File: src/frms_pkg.sv
package frms_pkg;

    // Fixed field widths
    localparam int SAMPLE_W  = 16;
    localparam int ENERGY_W  = 16;
    localparam int FLEN_W    = 12;
    localparam int TDATA_W   = 48;

    // Default parameter values
    localparam int DEF_HOP_LEN     = 512;
    localparam int DEF_SAMPLE_BITS = 16;

    // A frame is built from this many hop blocks
    localparam int BLOCKS_PER_FRAME = 4;
    localparam logic [1:0] BLOCKS_HELD_MAX = 2'd3;

    // Arithmetic widths
    localparam int SUM_W    = 40;           // one block sum of squares
    localparam int PAIR_W   = SUM_W + 1;    // two newest held blocks
    localparam int TOTAL_W  = SUM_W + 2;    // up to four block sums
    localparam int ROOT_W   = TOTAL_W / 2;  // square root of a TOTAL_W value
    localparam int LEN_W    = 14;           // frame lengths up to 16383
    localparam int Q_DEPTH  = 2;

    // Frame request passed from the front to the back
    typedef struct packed {
        logic               last;
        logic [LEN_W-1:0]   len;
        logic [SUM_W-1:0]   acc;
        logic [TOTAL_W-1:0] held;
    } job_t;

    // Back-end sequencer states
    localparam logic [1:0] ST_IDLE = 2'd0;
    localparam logic [1:0] ST_DIV  = 2'd1;
    localparam logic [1:0] ST_SQRT = 2'd2;
    localparam logic [1:0] ST_HOLD = 2'd3;

endpackage

File: src/framed_rms_energy_onset_top.sv
// Overlapped-frame RMS energy and onset envelope.
// Input stream (s_*): one signed Q15 audio sample per request; s_tlast marks
// the stream's final sample. Output stream (m_*): one request per completed
// frame (every HOP_LEN samples once three hop blocks are held) and one more
// partial frame on the final sample when no full frame ends there.
// The front squares and accumulates one sample per cycle while s_tready is
// high, and tracks hop blocks; frame requests pass through a two-entry
// queue to the back, which runs a bit-serial divider, then a bit-serial
// square root. A frame's request is pushed from the square register into
// the queue; the back divides, takes the root and loads the output register,
// raising m_tvalid. It starts a frame only after loading the last result,
// and s_tready drops only while a frame request waits on a full queue.
// Reset (aresetn low, synchronous) clears the block sums, counters, queue,
// previous energy and output valid. After the final sample all tracking state
// returns to its reset value. When m_tready stays low the result holds in the
// output register; the back finishes the next frame meanwhile, then the queue
// fills and finally s_tready drops.
module framed_rms_energy_onset_top
    import frms_pkg::*;
#(
    parameter int HOP_LEN     = DEF_HOP_LEN,
    parameter int SAMPLE_BITS = DEF_SAMPLE_BITS
) (
    input  logic                aclk,
    input  logic                aresetn,
    input  logic                s_tvalid,
    output logic                s_tready,
    input  logic [SAMPLE_W-1:0] s_tdata,   // [15:0] sample
    input  logic                s_tlast,
    output logic                m_tvalid,
    input  logic                m_tready,
    output logic [TDATA_W-1:0]  m_tdata    // [15:0] energy, [31:16] onset,
                                           // [43:32] frame_length, [47:44] zero
);

    job_t push_job;
    job_t head_job;
    logic push;
    logic pop;
    logic q_full;
    logic q_empty;

    // Accept samples, accumulate squares, issue frame requests
    frms_front #(
        .HOP_LEN     (HOP_LEN),
        .SAMPLE_BITS (SAMPLE_BITS)
    ) u_front (
        .aclk     (aclk),
        .aresetn  (aresetn),
        .s_tvalid (s_tvalid),
        .s_tready (s_tready),
        .s_tdata  (s_tdata),
        .s_tlast  (s_tlast),
        .q_full   (q_full),
        .push     (push),
        .job      (push_job)
    );

    // Decouple sample intake from the slow divide and root
    frms_queue u_queue (
        .aclk    (aclk),
        .aresetn (aresetn),
        .push    (push),
        .din     (push_job),
        .pop     (pop),
        .dout    (head_job),
        .full    (q_full),
        .empty   (q_empty)
    );

    // Divide, take the root, form onset, hold the result
    frms_back u_back (
        .aclk     (aclk),
        .aresetn  (aresetn),
        .q_empty  (q_empty),
        .job      (head_job),
        .pop      (pop),
        .m_tvalid (m_tvalid),
        .m_tready (m_tready),
        .m_tdata  (m_tdata)
    );

endmodule

File: src/frms_front.sv
module frms_front
    import frms_pkg::*;
#(
    parameter int HOP_LEN     = DEF_HOP_LEN,
    parameter int SAMPLE_BITS = DEF_SAMPLE_BITS
) (
    input  logic                aclk,
    input  logic                aresetn,
    input  logic                s_tvalid,
    output logic                s_tready,
    input  logic [SAMPLE_W-1:0] s_tdata,
    input  logic                s_tlast,
    input  logic                q_full,
    output logic                push,
    output job_t                job
);

    localparam int EXT_W  = (SAMPLE_BITS > SAMPLE_W) ? SAMPLE_BITS : SAMPLE_W;
    localparam int SQ_W   = 2 * SAMPLE_BITS;
    localparam int FILL_W = $clog2(HOP_LEN + 1);

    logic [EXT_W-1:0]       sample_ext;
    logic [SAMPLE_BITS-1:0] sample_raw;
    logic signed [SQ_W-1:0] square;

    logic                   v1_reg;
    logic [SUM_W-1:0]       sq_reg;
    logic                   last_reg;

    logic [SUM_W-1:0]       acc_reg;
    logic [SUM_W-1:0]       acc_next;
    logic [SUM_W-1:0]       s0_reg;
    logic [PAIR_W-1:0]      pair_reg;
    logic [TOTAL_W-1:0]     held_reg;
    logic [FILL_W-1:0]      fill_reg;
    logic [FILL_W-1:0]      fill_next;
    logic [1:0]             seen_reg;
    logic                   complete;
    logic                   emit;
    logic                   adv;

    // Sign-extend the low SAMPLE_BITS bits and square
    assign sample_ext = EXT_W'(s_tdata);
    assign sample_raw = sample_ext[SAMPLE_BITS-1:0];
    assign square     = $signed(sample_raw) * $signed(sample_raw);

    assign acc_next  = acc_reg + sq_reg;
    assign fill_next = fill_reg + FILL_W'(1);
    assign complete  = (fill_next >= FILL_W'(HOP_LEN));
    assign emit      = (complete && (seen_reg == BLOCKS_HELD_MAX)) || last_reg;
    assign adv       = v1_reg && !(emit && q_full);
    assign s_tready  = !v1_reg || adv;
    assign push      = v1_reg && emit && !q_full;

    assign job.last = last_reg;
    assign job.len  = LEN_W'(seen_reg) * LEN_W'(HOP_LEN) + LEN_W'(fill_next);
    assign job.acc  = acc_next;
    assign job.held = held_reg;

    // Square stage payload
    always_ff @(posedge aclk) begin
        if (s_tvalid && s_tready) begin
            sq_reg   <= SUM_W'($unsigned(square));
            last_reg <= s_tlast;
        end
    end

    always_ff @(posedge aclk) begin
        if (!aresetn) begin
            v1_reg <= 1'b0;
        end else if (s_tready) begin
            v1_reg <= s_tvalid;
        end
    end

    // Block bookkeeping: accumulate, rotate on hop boundary, clear on stream end
    always_ff @(posedge aclk) begin
        if (!aresetn) begin
            acc_reg  <= '0;
            s0_reg   <= '0;
            pair_reg <= '0;
            held_reg <= '0;
            fill_reg <= '0;
            seen_reg <= '0;
        end else if (adv) begin
            if (last_reg) begin
                acc_reg  <= '0;
                s0_reg   <= '0;
                pair_reg <= '0;
                held_reg <= '0;
                fill_reg <= '0;
                seen_reg <= '0;
            end else if (complete) begin
                acc_reg  <= '0;
                fill_reg <= '0;
                s0_reg   <= acc_next;
                pair_reg <= PAIR_W'(s0_reg) + PAIR_W'(acc_next);
                held_reg <= TOTAL_W'(pair_reg) + TOTAL_W'(acc_next);
                if (seen_reg != BLOCKS_HELD_MAX) begin
                    seen_reg <= seen_reg + 2'd1;
                end
            end else begin
                acc_reg  <= acc_next;
                fill_reg <= fill_next;
            end
        end
    end

endmodule

File: src/frms_queue.sv
module frms_queue
    import frms_pkg::*;
(
    input  logic aclk,
    input  logic aresetn,
    input  logic push,
    input  job_t din,
    input  logic pop,
    output job_t dout,
    output logic full,
    output logic empty
);

    localparam int PTR_W = (Q_DEPTH > 1) ? $clog2(Q_DEPTH) : 1;
    localparam int CNT_W = $clog2(Q_DEPTH + 1);

    job_t             entry_reg [Q_DEPTH];
    logic [PTR_W-1:0] wr_ptr_reg;
    logic [PTR_W-1:0] rd_ptr_reg;
    logic [CNT_W-1:0] count_reg;

    assign full  = (count_reg == CNT_W'(Q_DEPTH));
    assign empty = (count_reg == '0);
    assign dout  = entry_reg[rd_ptr_reg];

    always_ff @(posedge aclk) begin
        if (push) begin
            entry_reg[wr_ptr_reg] <= din;
        end
    end

    always_ff @(posedge aclk) begin
        if (!aresetn) begin
            wr_ptr_reg <= '0;
            rd_ptr_reg <= '0;
            count_reg  <= '0;
        end else begin
            if (push) begin
                wr_ptr_reg <= (wr_ptr_reg == PTR_W'(Q_DEPTH - 1)) ? '0 : wr_ptr_reg + PTR_W'(1);
            end
            if (pop) begin
                rd_ptr_reg <= (rd_ptr_reg == PTR_W'(Q_DEPTH - 1)) ? '0 : rd_ptr_reg + PTR_W'(1);
            end
            if (push && !pop) begin
                count_reg <= count_reg + CNT_W'(1);
            end else if (pop && !push) begin
                count_reg <= count_reg - CNT_W'(1);
            end
        end
    end

endmodule

File: src/frms_back.sv
module frms_back
    import frms_pkg::*;
(
    input  logic               aclk,
    input  logic               aresetn,
    input  logic               q_empty,
    input  job_t               job,
    output logic               pop,
    output logic               m_tvalid,
    input  logic               m_tready,
    output logic [TDATA_W-1:0] m_tdata
);

    localparam int CNT_W  = $clog2(TOTAL_W);
    localparam int SREM_W = ROOT_W + 2;

    logic [1:0]          state_reg;
    logic [CNT_W-1:0]    cnt_reg;
    logic [TOTAL_W-1:0]  work_reg;
    logic [LEN_W-1:0]    rem_reg;
    logic [LEN_W-1:0]    len_reg;
    logic                last_reg;
    logic [ROOT_W-1:0]   root_reg;
    logic [SREM_W-1:0]   srem_reg;
    logic [ENERGY_W-1:0] prev_reg;
    logic                out_valid_reg;
    logic [TDATA_W-1:0]  out_data_reg;

    logic [LEN_W:0]      rem_ext;
    logic                div_ge;
    logic [SREM_W+1:0]   srem_ext;
    logic [SREM_W+1:0]   trial;
    logic                sq_ge;
    logic [ENERGY_W-1:0] energy;
    logic [ENERGY_W-1:0] onset;
    logic                load_out;

    // One quotient bit per cycle
    assign rem_ext = {rem_reg, work_reg[TOTAL_W-1]};
    assign div_ge  = (rem_ext >= {1'b0, len_reg});

    // One root bit per cycle, two radicand bits consumed
    assign srem_ext = {srem_reg, work_reg[TOTAL_W-1 -: 2]};
    assign trial    = (SREM_W + 2)'({root_reg, 2'b01});
    assign sq_ge    = (srem_ext >= trial);

    assign energy = (|root_reg[ROOT_W-1:ENERGY_W]) ? {ENERGY_W{1'b1}}
                                                   : root_reg[ENERGY_W-1:0];
    assign onset  = (energy > prev_reg) ? energy - prev_reg : '0;

    assign pop      = (state_reg == ST_IDLE) && !q_empty;
    assign load_out = (state_reg == ST_HOLD) && (!out_valid_reg || m_tready);

    assign m_tvalid = out_valid_reg;
    assign m_tdata  = out_data_reg;

    always_ff @(posedge aclk) begin
        unique case (state_reg)
            ST_IDLE: begin
                work_reg <= job.held + TOTAL_W'(job.acc);
                len_reg  <= job.len;
                last_reg <= job.last;
                rem_reg  <= '0;
                cnt_reg  <= CNT_W'(TOTAL_W - 1);
            end
            ST_DIV: begin
                rem_reg  <= div_ge ? LEN_W'(rem_ext - {1'b0, len_reg}) : LEN_W'(rem_ext);
                work_reg <= {work_reg[TOTAL_W-2:0], div_ge};
                if (cnt_reg == '0) begin
                    cnt_reg  <= CNT_W'(ROOT_W - 1);
                    root_reg <= '0;
                    srem_reg <= '0;
                end else begin
                    cnt_reg <= cnt_reg - CNT_W'(1);
                end
            end
            ST_SQRT: begin
                srem_reg <= sq_ge ? SREM_W'(srem_ext - trial) : SREM_W'(srem_ext);
                root_reg <= {root_reg[ROOT_W-2:0], sq_ge};
                work_reg <= {work_reg[TOTAL_W-3:0], 2'b00};
                cnt_reg  <= cnt_reg - CNT_W'(1);
            end
            ST_HOLD: begin
            end
            default: begin
            end
        endcase
        if (load_out) begin
            out_data_reg <= TDATA_W'({len_reg[FLEN_W-1:0], onset, energy});
        end
    end

    always_ff @(posedge aclk) begin
        if (!aresetn) begin
            state_reg     <= ST_IDLE;
            prev_reg      <= '0;
            out_valid_reg <= 1'b0;
        end else begin
            unique case (state_reg)
                ST_IDLE: begin
                    if (!q_empty) begin
                        state_reg <= ST_DIV;
                    end
                end
                ST_DIV: begin
                    if (cnt_reg == '0) begin
                        state_reg <= ST_SQRT;
                    end
                end
                ST_SQRT: begin
                    if (cnt_reg == '0) begin
                        state_reg <= ST_HOLD;
                    end
                end
                ST_HOLD: begin
                    if (load_out) begin
                        state_reg <= ST_IDLE;
                    end
                end
                default: begin
                    state_reg <= ST_IDLE;
                end
            endcase
            if (load_out) begin
                out_valid_reg <= 1'b1;
                prev_reg      <= last_reg ? '0 : energy;
            end else if (m_tready) begin
                out_valid_reg <= 1'b0;
            end
        end
    end

endmodule

File: config.mk
export PLATFORM = sky130hd
export DESIGN_NAME = framed_rms_energy_onset_top
export DESIGN_NICKNAME = d
export VERILOG_FILES = /design/src/frms_pkg.sv /design/src/framed_rms_energy_onset_top.sv /design/src/frms_front.sv /design/src/frms_queue.sv /design/src/frms_back.sv
export SDC_FILE = /design/constraint.sdc
export NUM_CORES = 2
export LEC_CHECK = 0
export BUFFER_PORTS_ARGS = -buffer_cell sky130_fd_sc_hd__buf_2
export CORE_MARGIN = 5
export CORE_UTILIZATION = 45
export CTS_BUF_LIST = sky130_fd_sc_hd__clkbuf_2
export CTS_CLUSTER_SIZE = 12
export DETAILED_ROUTE_END_ITERATION = 7
export GPL_ROUTABILITY_DRIVEN = 0
export PLACE_DENSITY = 0.67
export SYNTH_ARGS = -nofsm -noshare
export SYNTH_HDL_FRONTEND = slang
export SYNTH_SLANG_ARGS = --single-unit
export TNS_END_PERCENT = 10
File: constraint.sdc
create_clock -name aclk -period 19.1 [get_ports aclk]
set_input_delay 0.955 -clock aclk [delete_from_list [all_inputs] [get_ports aclk]]
set_output_delay 0.955 -clock aclk [all_outputs]
set_load 0.01 [all_outputs]
==> run metrics <==
P&R area growth vs syn 7.248%; pin count of the biggest net entering global routing 88; Worst path max stage delay 0.57 ns; Worst Setup Path Type in -> reg; number of input and output port buffers inserted 66; RSZ-0062 raised after global routing false; Final Cell Area 0.04367 mm2; Core Rows 110; first-pass GRT wire length 140.0 mm; fin crit share 35.81%; Setup violations, final 0; post-CTS setup buffers 0; Hold Crit Class in -> reg; Worst-Skew Late Latency 1.29 ns; most frequent cells in the layout inv_1 (463), edfxtp_1 (385), ha_1 (301); Die X 310.8 um; max FFs per register 190; DIE AREA 0.09661 mm2; Worst-path clk slew 0.10 ns; Slew headroom 21.88%; met3 Use GR 3.223%; CP startpoint kind primary input; Pleak 18.87 nW; maximum VDD drop 0.0002091 V; via/cell ratio 5.203; WL per Instance 15.50 um; Syn Inst Count 3970; critical path data arrival time 7.82 ns; DR vias 27920; IO Count 71; FMAX 0.1462 GHz; Post-Syn Area 0.04072 mm2; core area 0.08987 mm2; drc violations 0; most common cell after layout, fill and taps aside inv_1; register area share after synthesis 38.22%; Crit. End Element register; Pwr Density 168.4 mW/mm2; clk buf depth 3; max-slew violation count 0; Overflow after GRT 0; FF+latch count, synth 585; setup TNS 0 ns; Starting Density 45.31%; vias in the first global route 28720; final antenna-violating net count 0; Mapped Avg Cell Area 10.26 um2; Inserted Clock Buffers 149; CP most frequent cell fa_1; GR peak layer met2; Critical Path, Cell by Cell buf_2 -> clkinv_1 -> nor2_1 -> fa_1 -> inv_1 -> fa_1 -> inv_1 -> fa_1 -> fa_1 -> fa_1 -> inv_1 -> fa_1 -> inv_1 -> ha_1 -> and3_1 -> and3_1 -> a311oi_1 -> o211ai_1 -> o211ai_1 -> or4b_1 -> a31oi_1 -> a21o_1 -> a21oi_1 -> xnor2_1; final total power 7.353 mW; dpl cell area 0.04219 mm2; Root Driver clkbuf_2; Resized Gates After CTS 0; Post-synth top flop edfxtp_1; CP bufs+invs 6; met1 Track Usage GR 21.87%; GR Layer Usage met2 29.91%; worst clock skew 0.08338 ns; number of flops mapped to enable cells by yosys 385; TritonCTS clock tree built; Max Cap Viol 0; Hold Vio Cnt, Final 0; Finished Core Util 48.59%; Unique masters post-synth 96; DRT Wirelength 83.18 mm; worst-margin pin slew 1.165 ns; critical path's slowest cell or4b_1; Die H 310.8 um; status complete, no violations; fin nets 4638; DRT iter0 DRCs 1230; Synth async-reset ratio 0%; HPWL after detailed placement 61.53 mm; antenna violations before repair 2; number of synthesis warnings 0; clk sinks 585; share of cells above drive strength 1 11.15%; number of H-tree levels 4; Tot GR Track Use 17.19%; Max FO, Critical Path 19; drt first pass iters 5; worst path required time 20.08 ns; Worst path top cell family by delay adder cells; post-layout min period 6.839 ns
worst register-to-register path, stage by stage (launching register included):
cell	delay, ns
edfxtp_1	0.45
ha_1	0.35
a31oi_2	0.26
o21bai_2	0.12
a2111oi_4	0.41
o31ai_1	0.20
a221o_1	0.36
nand3_1	0.09
nand2_1	0.08
a21o_1	0.19
a21oi_1	0.17
xnor2_1	0.14
buf_4	0.19
ha_1	0.34
a21o_1	0.25
o21a_1	0.19
o21ai_0	0.16
a21oi_1	0.10
a211oi_2	0.34
o31ai_2	0.18
a221oi_2	0.43
o21ai_0	0.17
xnor2_1	0.17
o21ai_0	0.09
path summary, 6_finish.rpt:
kind | from | end | slack (ns) | depth (start not counted)
max reg2reg | u_front.sq_reg[2] | u_front.held_reg[40] | 13.54 | 23
max | s_tdata[15] | u_front.sq_reg[31] | 12.26 | 24
min reg2reg | u_back.len_reg[11] | u_back.m_tdata[43] | 0.45 | 0
min | aresetn | u_back.prev_reg[3] | 0.22 | 2
area by class of cell:
| cell class | instances | area [um2] |
|---|---|---|
| tap | 1176 | 1471 |
| inverter | 468 | 1757 |
| clock inverter | 48 | 342.8 |
| timing repair buffer | 99 | 593.1 |
| fill | 8402 | 46200 |
| sequential | 585 | 15570 |
| antenna | 2 | 5.005 |
| multi-input combinational | 2771 | 22850 |
| clock buffer | 216 | 1081 |
cells in the mapped netlist, types with 26 or more instances:
cell	number	area, um2
a21boi_0	26	195.2
a21o_1	118	885.9
a21oi_1	223	1116
a22o_1	48	420.4
a22oi_1	84	630.6
and2_1	60	375.4
and3_1	33	206.5
clkbuf_1	118	442.9
dfxtp_1	200	4004
edfxtp_1	385	11560
fa_1	239	4785
ha_1	304	3804
inv_1	465	1745
mux2_2	91	1025
mux2i_1	36	360.4
nand2_1	298	1119
nand2b_1	27	168.9
nand3_1	45	225.2
nor2_1	225	844.6
nor2b_1	133	832.1
nor3_1	47	235.2
o21a_1	28	210.2
o21ai_0	160	800.8
o21bai_1	26	195.2
xnor2_1	149	1305
xor2_1	93	814.5
per-layer routing:
metal / share of wire [%] / up-vias
met4: 2.1 / 0
met5: 0 / -
li1: - / 14110
met2: 49 / 410
met1: 46 / 13280
met3: 3.4 / 114
cells by family (layout without fill, tap and decap cells):
group	after synthesis	in the layout	synth area share, %
and+or+nand+nor	958	958	11.48
AOI/OAI and AO/OA	896	896	14.76
buffers and inverters	617	831	5.789
DFF	585	585	38.22
adders and majority gates	543	543	21.09
xor gates and xnor gates	243	243	5.245
muxes	127	127	3.401
other	1	6	0.009209
metrics by stage:
stage / setup slack (ns) / hold WS, ns / std cells
after global placement: 11.03 / 0.4306 / 5094
after global routing: 11.91 / 0.07750 / 5365
after CTS: 12.44 / 0.001817 / 5363
after floorplan: 10.42 / 0.4254 / 3973
after detailed placement: 10.96 / 0.4356 / 5094
final: 12.26 / 0.2224 / 5365
power breakdown:
part / switching, mW / total [mW] / leakage, nW / internal [mW]
Combinational: 2.60 / 4.57 / 12.5 / 1.98
Clock: 0.502 / 0.885 / 1.07 / 0.383
Sequential: 0.102 / 1.89 / 5.27 / 1.79
repair_timing:
action                     4_1_cts  5_1_grt
hold endpoints to repair         4        0
setup endpoints to repair        0        0
hold buffers                     5        0
Power figures use the tool's default switching activity.
